<file path="config.mk">
export PLATFORM = sky130hd
export DESIGN_NAME = nearest_neighbor_tour
export DESIGN_NICKNAME = d
export VERILOG_FILES = /design/src/rtl/core/nnt_pkg.sv /design/src/rtl/core/nearest_neighbor_tour.sv /design/src/rtl/core/nnt_ram.sv /design/src/rtl/core/nnt_dist.sv
export SDC_FILE = /design/constraint.sdc
export NUM_CORES = 2
export LEC_CHECK = 0
export BUFFER_PORTS_ARGS = -buffer_cell sky130_fd_sc_hd__buf_2
export CORE_ASPECT_RATIO = 0.6
export CORE_MARGIN = 2
export CORE_UTILIZATION = 60
export CTS_CLUSTER_DIAMETER = 80
export DETAILED_ROUTE_END_ITERATION = 8
export MAX_ROUTING_LAYER = met4
export PLACE_DENSITY_LB_ADDON = 0.08
export SYNTH_ARGS = -nofsm -noshare
export SYNTH_HDL_FRONTEND = slang
export SYNTH_SLANG_ARGS = --single-unit
</file>
<file path="constraint.sdc">
create_clock -name clk_i -period 12.7 [get_ports clk_i]
set_input_delay 2.54 -clock clk_i [delete_from_list [all_inputs] [get_ports clk_i]]
set_output_delay 2.54 -clock clk_i [all_outputs]
set_load 0.005 [all_outputs]
</file>
<file path="src/rtl/core/nnt_pkg.sv">
`timescale 1ns / 1ps
package nnt_pkg;

  localparam int MAX_CITIES_DEF = 64;
  localparam int COORD_BITS_DEF = 16;

  // fixed widths of the register and result fields
  localparam int CFG_W = 6;
  localparam int OUT_W = 6;

  // initial running minimum: limit squared
  localparam int THR_W = 54;
  localparam logic [26:0] DIST_LIMIT = 27'h7ffffff;
  localparam logic [THR_W-1:0] DIST_THR = THR_W'(DIST_LIMIT) * THR_W'(DIST_LIMIT);

endpackage

</file>
<file path="src/rtl/core/nearest_neighbor_tour.sv">
// nearest_neighbor_tour: greedy nearest-neighbor tour over a loaded city set
//
// input channel (in_valid_i / in_stall_o): one city per transaction, loaded
// at the next free index. cities beyond MAX_CITIES are dropped.
// a transaction with last_city_i set loads its city and starts the tour;
// in_stall_o stays high until the last result is in the output register.
// output channel (out_valid_o / out_stall_i): one transaction per tour
// position, or a single start_error_o transaction when start_city is not
// below the city count. the output register holds while out_stall_i is high.
// for n cities the tour list is built first; then for each position one
// stream read of the tour list memory per candidate feeds the distance
// pipeline, and last the results go out, each read from the list memory first.
// start_city is written through cfg_we_i / cfg_wdata_i; the user must write it
// only while idle, the block itself does not enforce this.
// reset clears the count, the start city and the output valid; the memories
// keep their contents and need no clearing.
`timescale 1ns / 1ps
module nearest_neighbor_tour #(
  parameter int MAX_CITIES = nnt_pkg::MAX_CITIES_DEF,
  parameter int COORD_BITS = nnt_pkg::COORD_BITS_DEF
) (
  input  logic                         clk_i,
  input  logic                         rst_ni,
  input  logic                         cfg_we_i,
  input  logic [nnt_pkg::CFG_W-1:0]    cfg_wdata_i,
  input  logic                         in_valid_i,
  output logic                         in_stall_o,
  input  logic signed [COORD_BITS-1:0] coord_x_i,
  input  logic signed [COORD_BITS-1:0] coord_y_i,
  input  logic                         last_city_i,
  output logic                         out_valid_o,
  input  logic                         out_stall_i,
  output logic [nnt_pkg::OUT_W-1:0]    tour_position_o,
  output logic [nnt_pkg::OUT_W-1:0]    city_index_o,
  output logic                         tour_end_o,
  output logic                         start_error_o
);
  import nnt_pkg::*;

  localparam int IDX_W = $clog2(MAX_CITIES);
  localparam int CNT_W = $clog2(MAX_CITIES + 1);
  localparam int CMP_W = (CNT_W > OUT_W) ? CNT_W : OUT_W;
  localparam int XY_W  = 2 * COORD_BITS;
  localparam int DW    = 2 * COORD_BITS + 1;
  localparam int MIN_W = (DW > THR_W) ? DW : THR_W;
  localparam int TAG_W = 2 * IDX_W + 1;

  typedef enum logic [9:0] {
    ST_IDLE  = 10'b0000000001,
    ST_BUILD = 10'b0000000010,
    ST_PREV  = 10'b0000000100,
    ST_SCAN  = 10'b0000001000,
    ST_DRAIN = 10'b0000010000,
    ST_SWAP1 = 10'b0000100000,
    ST_SWAP2 = 10'b0001000000,
    ST_E_RD  = 10'b0010000000,
    ST_E_LD  = 10'b0100000000,
    ST_ERR   = 10'b1000000000
  } state_e;

  state_e state_q, state_d;

  logic [CFG_W-1:0] start_q;
  logic [CNT_W-1:0] count_q, n_q, n_new;
  logic [IDX_W-1:0] i_q, j_q, p_q;
  logic [IDX_W-1:0] prev_city_q, head_q, old_i_q, best_city_q, best_j_q;
  logic [MIN_W-1:0] min_q;
  logic signed [COORD_BITS-1:0] prev_x_q, prev_y_q;
  logic prev_ld_q;

  logic             s1_v_q, s1_last_q, s2_v_q, s2_last_q;
  logic [IDX_W-1:0] s1_j_q, s2_j_q, s2_city_q;

  logic             out_valid_q, out_end_q, out_err_q;
  logic [OUT_W-1:0] out_pos_q, out_city_q;

  logic in_acc, out_free, not_full;
  logic [CMP_W-1:0] start_ext, p_ext, city_ext;
  logic [IDX_W-1:0] start_idx;
  logic j_is_last, i_is_last, p_is_last, more_pos;

  logic             list_we, list_re, coord_we, coord_re;
  logic [IDX_W-1:0] list_waddr, list_wdata, list_raddr, list_rdata;
  logic [IDX_W-1:0] coord_waddr, coord_raddr;
  logic [XY_W-1:0]  coord_rdata;

  logic             d_valid;
  logic [TAG_W-1:0] d_tag;
  logic [DW-1:0]    d_dist;
  logic [IDX_W-1:0] d_j, d_city;
  logic             d_last;

  assign in_stall_o = (state_q != ST_IDLE);
  assign in_acc     = in_valid_i && !in_stall_o;
  assign out_free   = !out_valid_q || !out_stall_i;
  assign not_full   = (count_q < CNT_W'(MAX_CITIES));
  assign n_new      = count_q + CNT_W'(not_full);
  assign start_ext  = CMP_W'(start_q);
  assign start_idx  = start_ext[IDX_W-1:0];
  assign p_ext      = CMP_W'(p_q);
  assign city_ext   = CMP_W'(list_rdata);
  assign j_is_last  = (CNT_W'(j_q) == n_q - CNT_W'(1));
  assign i_is_last  = (CNT_W'(i_q) == n_q - CNT_W'(1));
  assign p_is_last  = (CNT_W'(p_q) == n_q - CNT_W'(1));
  // another swap position exists after this one
  assign more_pos   = (CNT_W'(i_q) + CNT_W'(2) < n_q);

  assign {d_j, d_city, d_last} = d_tag;

  always_comb begin
    state_d     = state_q;
    list_we     = 1'b0;
    list_waddr  = i_q;
    list_wdata  = i_q;
    list_re     = 1'b0;
    list_raddr  = j_q;
    coord_we    = 1'b0;
    coord_waddr = count_q[IDX_W-1:0];
    coord_re    = 1'b0;
    coord_raddr = list_rdata;
    if (s1_v_q) begin
      coord_re = 1'b1;
    end
    unique case (state_q)
      ST_IDLE: begin
        if (in_acc) begin
          coord_we = not_full;
          if (last_city_i) begin
            state_d = (start_ext >= CMP_W'(n_new)) ? ST_ERR : ST_BUILD;
          end
        end
      end
      ST_BUILD: begin
        // start city at the head, the others in index order behind it
        list_we = 1'b1;
        if (i_q == start_idx) begin
          list_waddr = '0;
        end else if (i_q < start_idx) begin
          list_waddr = i_q + IDX_W'(1);
        end
        if (i_is_last) begin
          state_d = (n_q > CNT_W'(2)) ? ST_PREV : ST_E_RD;
        end
      end
      ST_PREV: begin
        coord_re    = 1'b1;
        coord_raddr = prev_city_q;
        state_d     = ST_SCAN;
      end
      ST_SCAN: begin
        list_re = 1'b1;
        if (j_is_last) begin
          state_d = ST_DRAIN;
        end
      end
      ST_DRAIN: begin
        if (d_valid && d_last) begin
          state_d = ST_SWAP1;
        end
      end
      ST_SWAP1: begin
        list_we    = 1'b1;
        list_waddr = best_j_q;
        list_wdata = old_i_q;
        state_d    = ST_SWAP2;
      end
      ST_SWAP2: begin
        list_we    = 1'b1;
        list_wdata = best_city_q;
        state_d    = more_pos ? ST_PREV : ST_E_RD;
      end
      ST_E_RD: begin
        list_re    = 1'b1;
        list_raddr = p_q;
        state_d    = ST_E_LD;
      end
      ST_E_LD: begin
        if (out_free) begin
          state_d = p_is_last ? ST_IDLE : ST_E_RD;
        end
      end
      ST_ERR: begin
        if (out_free) begin
          state_d = ST_IDLE;
        end
      end
      default: state_d = ST_IDLE;
    endcase
  end

  always_ff @(posedge clk_i or negedge rst_ni) begin
    if (!rst_ni) begin
      state_q     <= ST_IDLE;
      start_q     <= '0;
      count_q     <= '0;
      s1_v_q      <= 1'b0;
      s2_v_q      <= 1'b0;
      prev_ld_q   <= 1'b0;
      out_valid_q <= 1'b0;
    end else begin
      state_q   <= state_d;
      prev_ld_q <= (state_q == ST_PREV);
      s1_v_q    <= (state_q == ST_SCAN);
      s2_v_q    <= s1_v_q;
      if (cfg_we_i) begin
        start_q <= cfg_wdata_i;
      end
      if (in_acc) begin
        count_q <= last_city_i ? '0 : n_new;
      end
      if ((state_q == ST_E_LD || state_q == ST_ERR) && out_free) begin
        out_valid_q <= 1'b1;
      end else if (!out_stall_i) begin
        out_valid_q <= 1'b0;
      end
    end
  end

  always_ff @(posedge clk_i) begin
    if (in_acc && last_city_i) begin
      n_q <= n_new;
      i_q <= '0;
    end
    if (state_q == ST_BUILD) begin
      i_q         <= i_is_last ? IDX_W'(1) : i_q + IDX_W'(1);
      prev_city_q <= start_idx;
      head_q      <= start_idx;
      p_q         <= '0;
    end
    if (state_q == ST_PREV) begin
      j_q         <= i_q;
      min_q       <= MIN_W'(DIST_THR);
      best_j_q    <= '0;
      best_city_q <= head_q;
    end
    if (prev_ld_q) begin
      prev_x_q <= coord_rdata[XY_W-1:COORD_BITS];
      prev_y_q <= coord_rdata[COORD_BITS-1:0];
    end
    if (state_q == ST_SCAN) begin
      j_q       <= j_q + IDX_W'(1);
      s1_j_q    <= j_q;
      s1_last_q <= j_is_last;
    end
    s2_j_q    <= s1_j_q;
    s2_city_q <= list_rdata;
    s2_last_q <= s1_last_q;
    if (d_valid) begin
      if (d_j == i_q) begin
        old_i_q <= d_city;
      end
      if (MIN_W'(d_dist) < min_q) begin
        min_q       <= MIN_W'(d_dist);
        best_j_q    <= d_j;
        best_city_q <= d_city;
      end
    end
    if (state_q == ST_SWAP2) begin
      prev_city_q <= best_city_q;
      i_q         <= i_q + IDX_W'(1);
      p_q         <= '0;
      // no winner: the default swap moved entry i into the head slot
      if (best_j_q == '0) begin
        head_q <= old_i_q;
      end
    end
    if (state_q == ST_E_LD && out_free) begin
      p_q        <= p_q + IDX_W'(1);
      out_pos_q  <= p_ext[OUT_W-1:0];
      out_city_q <= city_ext[OUT_W-1:0];
      out_end_q  <= p_is_last;
      out_err_q  <= 1'b0;
    end
    if (state_q == ST_ERR && out_free) begin
      out_pos_q  <= '0;
      out_city_q <= '0;
      out_end_q  <= 1'b1;
      out_err_q  <= 1'b1;
    end
  end

  nnt_ram #(
    .WIDTH (XY_W),
    .DEPTH (MAX_CITIES)
  ) u_coord_ram (
    .clk_i   (clk_i),
    .we_i    (coord_we),
    .waddr_i (coord_waddr),
    .wdata_i ({coord_x_i, coord_y_i}),
    .re_i    (coord_re),
    .raddr_i (coord_raddr),
    .rdata_o (coord_rdata)
  );

  nnt_ram #(
    .WIDTH (IDX_W),
    .DEPTH (MAX_CITIES)
  ) u_list_ram (
    .clk_i   (clk_i),
    .we_i    (list_we),
    .waddr_i (list_waddr),
    .wdata_i (list_wdata),
    .re_i    (list_re),
    .raddr_i (list_raddr),
    .rdata_o (list_rdata)
  );

  nnt_dist #(
    .COORD_BITS (COORD_BITS),
    .TAG_W      (TAG_W)
  ) u_dist (
    .clk_i   (clk_i),
    .rst_ni  (rst_ni),
    .valid_i (s2_v_q),
    .tag_i   ({s2_j_q, s2_city_q, s2_last_q}),
    .a_x_i   (prev_x_q),
    .a_y_i   (prev_y_q),
    .b_x_i   (coord_rdata[XY_W-1:COORD_BITS]),
    .b_y_i   (coord_rdata[COORD_BITS-1:0]),
    .valid_o (d_valid),
    .tag_o   (d_tag),
    .dist_o  (d_dist)
  );

  assign out_valid_o     = out_valid_q;
  assign tour_position_o = out_pos_q;
  assign city_index_o    = out_city_q;
  assign tour_end_o      = out_end_q;
  assign start_error_o   = out_err_q;

endmodule

</file>
<file path="src/rtl/core/nnt_ram.sv">
`timescale 1ns / 1ps
module nnt_ram #(
  parameter int WIDTH = 16,
  parameter int DEPTH = 64
) (
  input  logic                     clk_i,
  input  logic                     we_i,
  input  logic [$clog2(DEPTH)-1:0] waddr_i,
  input  logic [WIDTH-1:0]         wdata_i,
  input  logic                     re_i,
  input  logic [$clog2(DEPTH)-1:0] raddr_i,
  output logic [WIDTH-1:0]         rdata_o
);

  logic [WIDTH-1:0] mem_q [DEPTH];
  logic [WIDTH-1:0] rdata_q;

  always_ff @(posedge clk_i) begin
    if (we_i) begin
      mem_q[waddr_i] <= wdata_i;
    end
  end

  // read data holds until the next read
  always_ff @(posedge clk_i) begin
    if (re_i) begin
      rdata_q <= mem_q[raddr_i];
    end
  end

  assign rdata_o = rdata_q;

endmodule

</file>
<file path="src/rtl/core/nnt_dist.sv">
`timescale 1ns / 1ps
module nnt_dist #(
  parameter int COORD_BITS = 16,
  parameter int TAG_W      = 13
) (
  input  logic                         clk_i,
  input  logic                         rst_ni,
  input  logic                         valid_i,
  input  logic [TAG_W-1:0]             tag_i,
  input  logic signed [COORD_BITS-1:0] a_x_i,
  input  logic signed [COORD_BITS-1:0] a_y_i,
  input  logic signed [COORD_BITS-1:0] b_x_i,
  input  logic signed [COORD_BITS-1:0] b_y_i,
  output logic                         valid_o,
  output logic [TAG_W-1:0]             tag_o,
  output logic [2*COORD_BITS:0]        dist_o
);

  localparam int SQ_W = 2 * COORD_BITS;
  localparam int DW   = SQ_W + 1;

  logic signed [COORD_BITS:0] diff_x, diff_y;
  logic [COORD_BITS:0]        mag_x, mag_y;

  logic                  v1_q, v2_q, v3_q;
  logic [TAG_W-1:0]      tag1_q, tag2_q, tag3_q;
  logic [COORD_BITS-1:0] dx_q, dy_q;
  logic [SQ_W-1:0]       sx_q, sy_q;
  logic [DW-1:0]         dist_q;

  assign diff_x = {a_x_i[COORD_BITS-1], a_x_i} - {b_x_i[COORD_BITS-1], b_x_i};
  assign diff_y = {a_y_i[COORD_BITS-1], a_y_i} - {b_y_i[COORD_BITS-1], b_y_i};
  // magnitude always fits in COORD_BITS
  assign mag_x  = diff_x[COORD_BITS] ? -diff_x : diff_x;
  assign mag_y  = diff_y[COORD_BITS] ? -diff_y : diff_y;

  always_ff @(posedge clk_i or negedge rst_ni) begin
    if (!rst_ni) begin
      v1_q <= 1'b0;
      v2_q <= 1'b0;
      v3_q <= 1'b0;
    end else begin
      v1_q <= valid_i;
      v2_q <= v1_q;
      v3_q <= v2_q;
    end
  end

  always_ff @(posedge clk_i) begin
    tag1_q <= tag_i;
    dx_q   <= mag_x[COORD_BITS-1:0];
    dy_q   <= mag_y[COORD_BITS-1:0];
    tag2_q <= tag1_q;
    sx_q   <= SQ_W'(dx_q) * SQ_W'(dx_q);
    sy_q   <= SQ_W'(dy_q) * SQ_W'(dy_q);
    tag3_q <= tag2_q;
    dist_q <= DW'(sx_q) + DW'(sy_q);
  end

  assign valid_o = v3_q;
  assign tag_o   = tag3_q;
  assign dist_o  = dist_q;

endmodule

</file>
==> impl_metrics.tcl <==
set metrics [dict create \
    setup-tns-final_ps 0 \
    start_util_pct 60.2 \
    synth.cell_area_sq_mm 0.126 \
    avgSynthCellArea_sq_um 14.4 \
    slew_headroom_pct 13.9 \
    power_frac_seq_pct 31.9 \
    dpl-instance-area_sq_mm 0.129 \
    routed_wl_microns 334000 \
    crit_arrival_ps 8310 \
    crit_type "flip-flop to flip-flop" \
    dp.cells 11300 \
    final_area_sq_mm 0.137 \
    ctsHtreeMaxLevel 4 \
    period_share_pct 59.2 \
    final_common_cell "edfxtp_1" \
    track_usage_pct 32.5 \
    clk_pin_slew_ps 70 \
    fillerInstances 14700 \
    clock_path_buffers 4 \
    cts_buffers 248 \
    synth_mux_area_share_pct 7.03 \
    powerDensity_mw_per_mm2 255 \
    run_status "finished, final reports clean" \
    tightest_slew_ps 1290 \
    cp-end-kind "flip-flop" \
    grt_max_degree 158 \
    synth-edff-count 2546 \
    drtIter0Drc 11400 \
    seq_area_frac_synth_pct 65.6 \
    p_clk_share_pct 21.7 \
    postCtsSetupBuffers 0 \
    holdWs_ps 322 \
    synth_fa_ha_area_share_pct 8.44 \
    fmax_mhz 133 \
    ys.flop_type "edfxtp_1" \
    slowest_stage "dfxtp_1" \
    synthSimpleGateAreaFrac_pct 9.59 \
    synth_compound_area_share_pct 4.49 \
    portBuffers 59 \
    postSynthRegisterBits 2841 \
    cts_tree "yes" \
    critical_path.most_common_cell "fa_1" \
    grt_overflow 0 \
    r2r-start "u_dist.dy_q[6]" \
    p_int_mw 21.6 \
    core-area_sq_mm 0.209 \
    min_path_type "flip-flop to flip-flop" \
    cap_violations 0 \
    synth-xor-area-share_pct 1.33 \
    mostFrequentLayoutCells "edfxtp_1 (2,546), nand2_1 (1,403), inv_1 (655), nand3_1 (479), mux4_2 (347)" \
    critPathLaunchType "flip-flop" \
    areaGrowthSynthToFinish_pct 9.36 \
    fin_ws_ps 5180 \
    nNetsFinal 9440 \
    fin_cells 11700 \
    dieArea_sq_mm 0.213 \
    routedWlPerCell_microns 28.5 \
    synth_nets 9397 \
    slowest_delay_ps 800 \
    pre_cts_slack_ps 5370 \
    switching_share_pct 38.4 \
    synth_cells 8702 \
    setup-violations-final 0 \
    drive_gt1_share_pct 11.8 \
    cts-hold-fix-buffers 0 \
    drc_errors 0 \
    die_h_microns 359 \
    first_pass_iters 8 \
    num_vias 74900 \
    slew_viol_final 0 \
    rsz0062_at_grt "no" \
    skew_ps 92.2 \
    startpoint "u_dist.dy_q[6]" \
    antenna_found_initial 12 \
    cts-root-buf "clkbuf_16" \
    ir_drop_v 0.000875 \
    finalHoldViolCount 0 \
    fin_crit_ps 7520 \
    synth_cell_types 81 \
    synth_top_family_by_area "simple AND/OR/NAND/NOR gates" \
    io_pins 60 \
    final_util_pct 65.9 \
    die_x_microns 595 \
    ff2ff_path_depth 21 \
    cts_resized 0 \
    power.total_mw 35.1 \
    worstPathRequired_ps 13490 \
    dp_hpwl_microns 202000 \
    path_cells "nand2_1 > fa_1 > inv_1 > fa_1 > fa_1 > fa_1 > fa_1 > inv_1 > fa_1 > inv_1 > ha_1 > a211o_1 > or3_1 > a311oi_1 > nor3_1 > a2111oi_0 > o21ai_0 > nand2b_1 > nand2_1 > a21oi_1 > xnor2_1" \
    min_from "s2_j_q[4]" \
    clkSinkCount 2841 \
    num_rows 130 \
    holdPathStages 0 \
    ys_warn_count 0 \
    pwr-share-comb_pct 46.4 \
    place_congestion 0.886 \
    antenna_left 0 \
    grt_pass1_vias 71900 \
    switchingPower_mw 13.5 \
    grt_pass1_wl_microns 489000 \
    async_reset_ff_share_pct 1.06 \
    crit_fanout 17 \
    clkLatencyLatePin_ps 930 \
    viasPerCell 6.39 \
    power.static_leakage_nw 49.8 \
]
[layout make-up]
class	instances	area, sq um	share of cell area [%]
Antenna cell	4	10.0	0.00728
Clock buffer	294	6510	4.74
Clock inverter	157	1540	1.12
Inverter	656	2460	1.79
Multi-Input combinational cell	4801	39600	28.8
Sequential cell	2841	82500	60.0
Tap cell	2772	3470	2.52
Timing Repair Buffer	197	1410	1.02
[logic make-up (layout without fill, tap and decap cells)]
logic type	after synthesis	in the layout
and+or+nand+nor	2685	2685
muxes	444	444
xor gates and xnor gates	191	191
DFF	2841	2841
other	0	4
adders and majority gates	651	651
buffers and inverters	1060	1304
AOI/OAI and AO/OA	830	830
[sequential cells by signal, summed over array words and instances, names as in the netlist, 10 cells and up]
name and cells:
u_coord_ram.mem_q 2048, u_list_ram.mem_q 384, min_q 54, u_dist.dist_o 33, u_coord_ram.rdata_o 32, u_dist.sx_q 31, u_dist.sy_q 31, prev_x_q 16
prev_y_q 16, u_dist.dx_q 16, u_dist.dy_q 16, u_dist.tag1_q 13, u_dist.tag2_q 13, u_dist.tag_o 13, state_q 10
[worst max-delay path: cells and delay by family, from the launching register on]
family / cells / cell delay, ps
flip-flops: 1 / 800
AO/OA/AOI/OAI: 5 / 1900
buffers and inverters: 3 / 150
AND/OR/NAND/NOR: 5 / 1030
adder cells (fa/ha/maj): 7 / 3410
XOR/XNOR: 1 / 140
[metal layers]
metal	GRT usage (%)	vias to the layer above	share of wire, %
met1	52.0	38000	44
met4	6.31	0	2.0
li1	-	32000	-
met5	-	-	0
met2	42.7	4505	41
met3	7.15	440	13
[synthesized netlist by cell type, types with 116 or more instances]
cell,instances,area share [%]
dfxtp_1,265,4.2
nand2_1,1403,4.2
a21oi_1,183,0.73
edfxtp_1,2546,61
buf_2,116,0.46
nor2_1,283,0.85
fa_1,328,5.2
nand3_1,485,1.9
ha_1,323,3.2
clkbuf_1,207,0.62
mux4_2,347,6.2
inv_1,655,2.0
xnor2_1,117,0.82
and3_1,124,0.62
[path summary, 6_finish.rpt]
path	slack, ps	end
setup / recovery	5180	u_dist.sy_q[31]
hold / removal	320	u_dist.tag1_q[11]
setup reg to reg	5180	u_dist.sy_q[31]
hold reg to reg	320	u_dist.tag1_q[11]
max in group asynchronous	10380	u_dist.valid_o
min in group asynchronous	1720	count_q[0]
[power by group through the flow]
stage | Clock (mW) | Combinational [mW] | Sequential [mW]
CTS | 7.69 | 16.2 | 11.2
floorplan | 0 | 11.4 | 11.2
global placement | 0 | 15.9 | 11.4
global route | 8.05 | 18.3 | 11.2
detailed placement | 0 | 16.0 | 11.4
finish | 7.62 | 16.3 | 11.2
(Power assumes the default switching activity.)
